--- src/rtl/w3f_pkg.sv ---
// shared types, constants and codes of the 3x3 window image filter
`default_nettype none
package w3f_pkg;

    localparam int MAX_LINE_WIDTH = 1024;
    localparam int MAX_CHANNELS   = 3;
    localparam int COL_W          = $clog2(MAX_LINE_WIDTH);
    localparam int LW_W           = 11;
    localparam int SQRT_STEPS     = 11;
    localparam int STEP_W         = $clog2(SQRT_STEPS);
    localparam logic [12:0] AVG_RECIP = 13'd7282;

    localparam logic [1:0] REG_MODE  = 2'd0;
    localparam logic [1:0] REG_WIDTH = 2'd1;
    localparam logic [1:0] REG_CHANS = 2'd2;

    typedef enum logic [2:0] {
        MODE_AVERAGE   = 3'd0,
        MODE_GAUSSIAN  = 3'd1,
        MODE_LAPLACIAN = 3'd2,
        MODE_SHARPEN   = 3'd3,
        MODE_SOBEL     = 3'd4,
        MODE_MEDIAN    = 3'd5
    } mode_e;

    typedef enum logic {F_IDLE, F_PUSH} fstate_t;
    typedef enum logic [1:0] {B_IDLE, B_CALC, B_SQRT, B_DONE} bstate_t;

    typedef struct packed {
        logic       frame_start;
        logic [7:0] pixel_c0;
        logic [7:0] pixel_c1;
        logic [7:0] pixel_c2;
    } pixel_t;

    typedef struct packed {
        logic signed [11:0] filtered_c0;
        logic signed [11:0] filtered_c1;
        logic signed [11:0] filtered_c2;
        logic               row_end;
    } result_t;

    typedef struct packed {
        logic [2:0]      mode;
        logic [LW_W-1:0] line_width;
        logic [1:0]      channel_count;
    } cfg_t;

    typedef struct packed {
        logic [MAX_CHANNELS-1:0][8:0][7:0] win;
        logic                              row_end;
    } win_t;

    typedef struct packed {
        logic full;
        logic empty;
    } q_stat_t;

endpackage
`default_nettype wire

--- src/rtl/w3f_queue.sv ---
// two-entry queue of windows between front and back
`default_nettype none
module w3f_queue (
    input  wire logic          clk,
    input  wire logic          rst_n,
    input  wire logic          wr,
    input  wire w3f_pkg::win_t wr_data,
    input  wire logic          rd,
    output w3f_pkg::win_t      rd_data,
    output w3f_pkg::q_stat_t   stat
);
    import w3f_pkg::*;

    win_t       mem_reg [2];
    logic       wp_reg, rp_reg;
    logic [1:0] cnt_reg;

    assign rd_data    = mem_reg[rp_reg];
    assign stat.full  = cnt_reg == 2'd2;
    assign stat.empty = cnt_reg == 2'd0;

    always_ff @(posedge clk)
    begin
        if (wr)
        begin
            mem_reg[wp_reg] <= wr_data;
        end
    end

    always_ff @(posedge clk or negedge rst_n)
    begin
        if (!rst_n)
        begin
            wp_reg  <= 1'b0;
            rp_reg  <= 1'b0;
            cnt_reg <= 2'd0;
        end
        else
        begin
            if (wr) wp_reg <= ~wp_reg;
            if (rd) rp_reg <= ~rp_reg;
            cnt_reg <= cnt_reg + {1'b0, wr} - {1'b0, rd};
        end
    end
endmodule
`default_nettype wire

--- config.mk ---
export PLATFORM = sky130hd
export DESIGN_NAME = w3f_queue
export DESIGN_NICKNAME = d
export VERILOG_FILES = /design/src/rtl/w3f_pkg.sv /design/src/rtl/w3f_queue.sv
export SDC_FILE = /design/constraint.sdc
export NUM_CORES = 1
export LEC_CHECK = 0
export BUFFER_PORTS_ARGS = -buffer_cell sky130_fd_sc_hd__clkbuf_2
export CAP_MARGIN = 10
export CORE_ASPECT_RATIO = 2
export CORE_MARGIN = 2
export CORE_UTILIZATION = 52
export CTS_CLUSTER_DIAMETER = 50
export DETAILED_ROUTE_END_ITERATION = 16
export GPL_TIMING_DRIVEN = 1
export PLACE_DENSITY = 0.76
export SYNTH_ARGS = -nofsm -noshare
export SYNTH_HDL_FRONTEND = slang
export SYNTH_SLANG_ARGS = --single-unit
--- constraint.sdc ---
create_clock -name clk -period 13.55 [get_ports clk]
set_input_delay 2.0325 -clock clk [delete_from_list [all_inputs] [get_ports clk]]
set_output_delay 2.0325 -clock clk [all_outputs]
set_load 0.02 [all_outputs]
==> metrics.csv <==
metric;value;unit
vias_per_cell;5.047;
fp-row-count;91;
die_area;32840;um2
syn_inst;690;
cap_violations;0;
cts_buffers;38;
synthAdderAreaFrac;0.001537;
ctsRootBufferMaster;clkbuf_16;
ff2ff_path_depth;3;
grt_pass1_wl;47550;um
initial_utilization;0.5278;
die_x;129.1;um
crit_arrival;3.56;ns
synth-xor-area-share;0.002535;
nFillCells;2156;
synth_compound_area_frac;0;
synthToLayoutAreaGrowth;23.03;%
cp.depth;4;
slowest_stage;dfrtp_4;
first_iter_violations;482;
drtPass1Iterations;4;
crit_path_cell_trace;buf_4 -> buf_4 -> mux2_2 -> clkbuf_2;
p_leak;7.891;nW
synth_top_family_by_area;multiplexers;
cts_sinks;438;
vias;8126;
seqCellArea;13140;um2
path_clk_slew;0.06;ns
yosys_register_bits;438;
grt_max_degree;77;
clk_latency;0.52;ns
crit_type;reg2out;
post_cts_buffers;0;
postCtsResizedCells;0;
post-route-period-util;0.4124;
nets;1376;
use_met1;0.1944;
setup_ws;7.962;ns
multi_input_area;2918;um2
power.density;217.9;nW/um2
tightest_slew;1.127;ns
hold_class;reg2reg;
min_path_cells;1;
drt_wl_total;33450;um
cts_tree;done;
wl_per_cell;20.78;um
portBuffers;439;
grt_pass1_vias;8645;
ant_nets;0;
ir_drop;0.1680;mV
fin_crit;5.588;ns
tns;0;ns
rsz0062_at_grt;no;
largest_reg_flops;434;
yosysWarnings;0;
hold_violations;0;
ys_types;15;
end_kind;primary output;
core;30860;um2
crit_path_max_incr_delay;0.88;ns
synth_simple_gate_area_share;0.001383;
cts_max_path_buffers;3;
slew_violations;0;
met3_usage;0.05811;
maxSlewHeadroom;0.2487;
skew;0.009801;ns
synthMuxAreaShare;0.1731;
grt_overflow;0;
status;finished clean;
final_core_util;0.6493;
gr-usage-met2;0.3505;
path_common_cell;buf_4;
seq_area_frac_synth;0.8064;
hpwl;23540;um
drc;0;
drive_above_1_share;0.6078;
num_io_pins;440;
synthesis.area;16290;um2
syn-num-nets;913;
synth_area_per_cell;23.60;um2
die_y;254.3;um
required;11.52;ns
fmax;0.1790;GHz
start_kind;register;
whs;0.5865;ns
grt_antenna_before_repair;13;
routabilityCongestion;0.8936;
crit_fanout;66;
crit_buf_inv;3;
crit_family;buffers and inverters;
grt_usage;0.1965;
hold_buffers;0;
htreeDepth;2;
grt-busiest-layer;met2;
place_ws;8.460;ns
power;4.365;mW
setup_viol;0;
-- metal layers --
metal,wire length (um),up-vias
li1,-,3692
met1,10910,3970
met2,18190,357
met3,2391,97
met4,1888,10
met5,71,-
-- power breakdown --
part	leakage, nW	internal [mW]	switching (mW)
Clock	0.563	0.572	0.446
Combinational	3.21	0.597	0.856
Sequential	4.12	1.80	0.0930
Total	7.89	2.97	1.39
-- Yosys cell counts (all sizes together) --
| master | instances | share of area |
|---|---|---|
| and2 | 1 | 0.00038 |
| buf | 24 | 0.015 |
| dfrtp | 4 | 0.0061 |
| edfxtp | 434 | 0.80 |
| ha | 2 | 0.0015 |
| inv | 2 | 0.00046 |
| mux2 | 217 | 0.17 |
| nor2 | 1 | 0.00023 |
| nor2b | 2 | 0.00077 |
| xor2 | 2 | 0.0011 |
| xor3 | 1 | 0.0015 |
-- final cells by class --
type,count,area share
multi-input cells,226,0.1456
flip-flops and latches,438,0.6557
diodes,14,0.001749
clock buffers,49,0.05108
repair buffers,447,0.1127
well taps,418,0.02610
clock inverters,16,0.006745
inverters,2,0.0003747
-- cells in the final DEF, fill, tap and decap left out --
master / n
nor2_1: 1
clkinv_2: 3
clkbuf_1: 9
and2_4: 1
clkinvlp_4: 1
mux2_2: 117
xor2_1: 2
clkinv_4: 1
buf_4: 8
dfrtp_4: 1
ha_1: 2
mux2_4: 100
inv_1: 2
dfrtp_1: 3
clkbuf_2: 439
nor2b_1: 1
diode_2: 14
bufinv_16: 2
edfxtp_1: 434
xor3_1: 1
clkbuf_16: 39
clkinv_1: 7
inv_6: 2
nor2b_4: 1
clkbuf_8: 1
-- final timing paths --
kind	startpoint	to	slack, ns
hold / removal	wp_reg	wp_reg	0.59
min in group asynchronous	rst_n	wp_reg	1.33
setup / recovery	rp_reg	rd_data[48]	7.96
hold reg to reg	wp_reg	wp_reg	0.59
max in group asynchronous	rst_n	rp_reg	12.07
setup reg to reg	wp_reg	mem_reg[0][113]	10.29
-- stage by stage --
step	instances	instance area [um2]
after floorplan	690	16290
final	1610	20040
after global routing	1602	20020
after detailed placement	1531	18840
after global placement	1531	18840
after CTS	1596	20000
-- cell families after synthesis --
family | after synthesis
buffers and inverters | 26
muxes | 217
and+or+nand+nor | 4
DFF | 438
xor gates and xnor gates | 3
adders and majority gates | 2
Power figures use the tool's default switching activity.
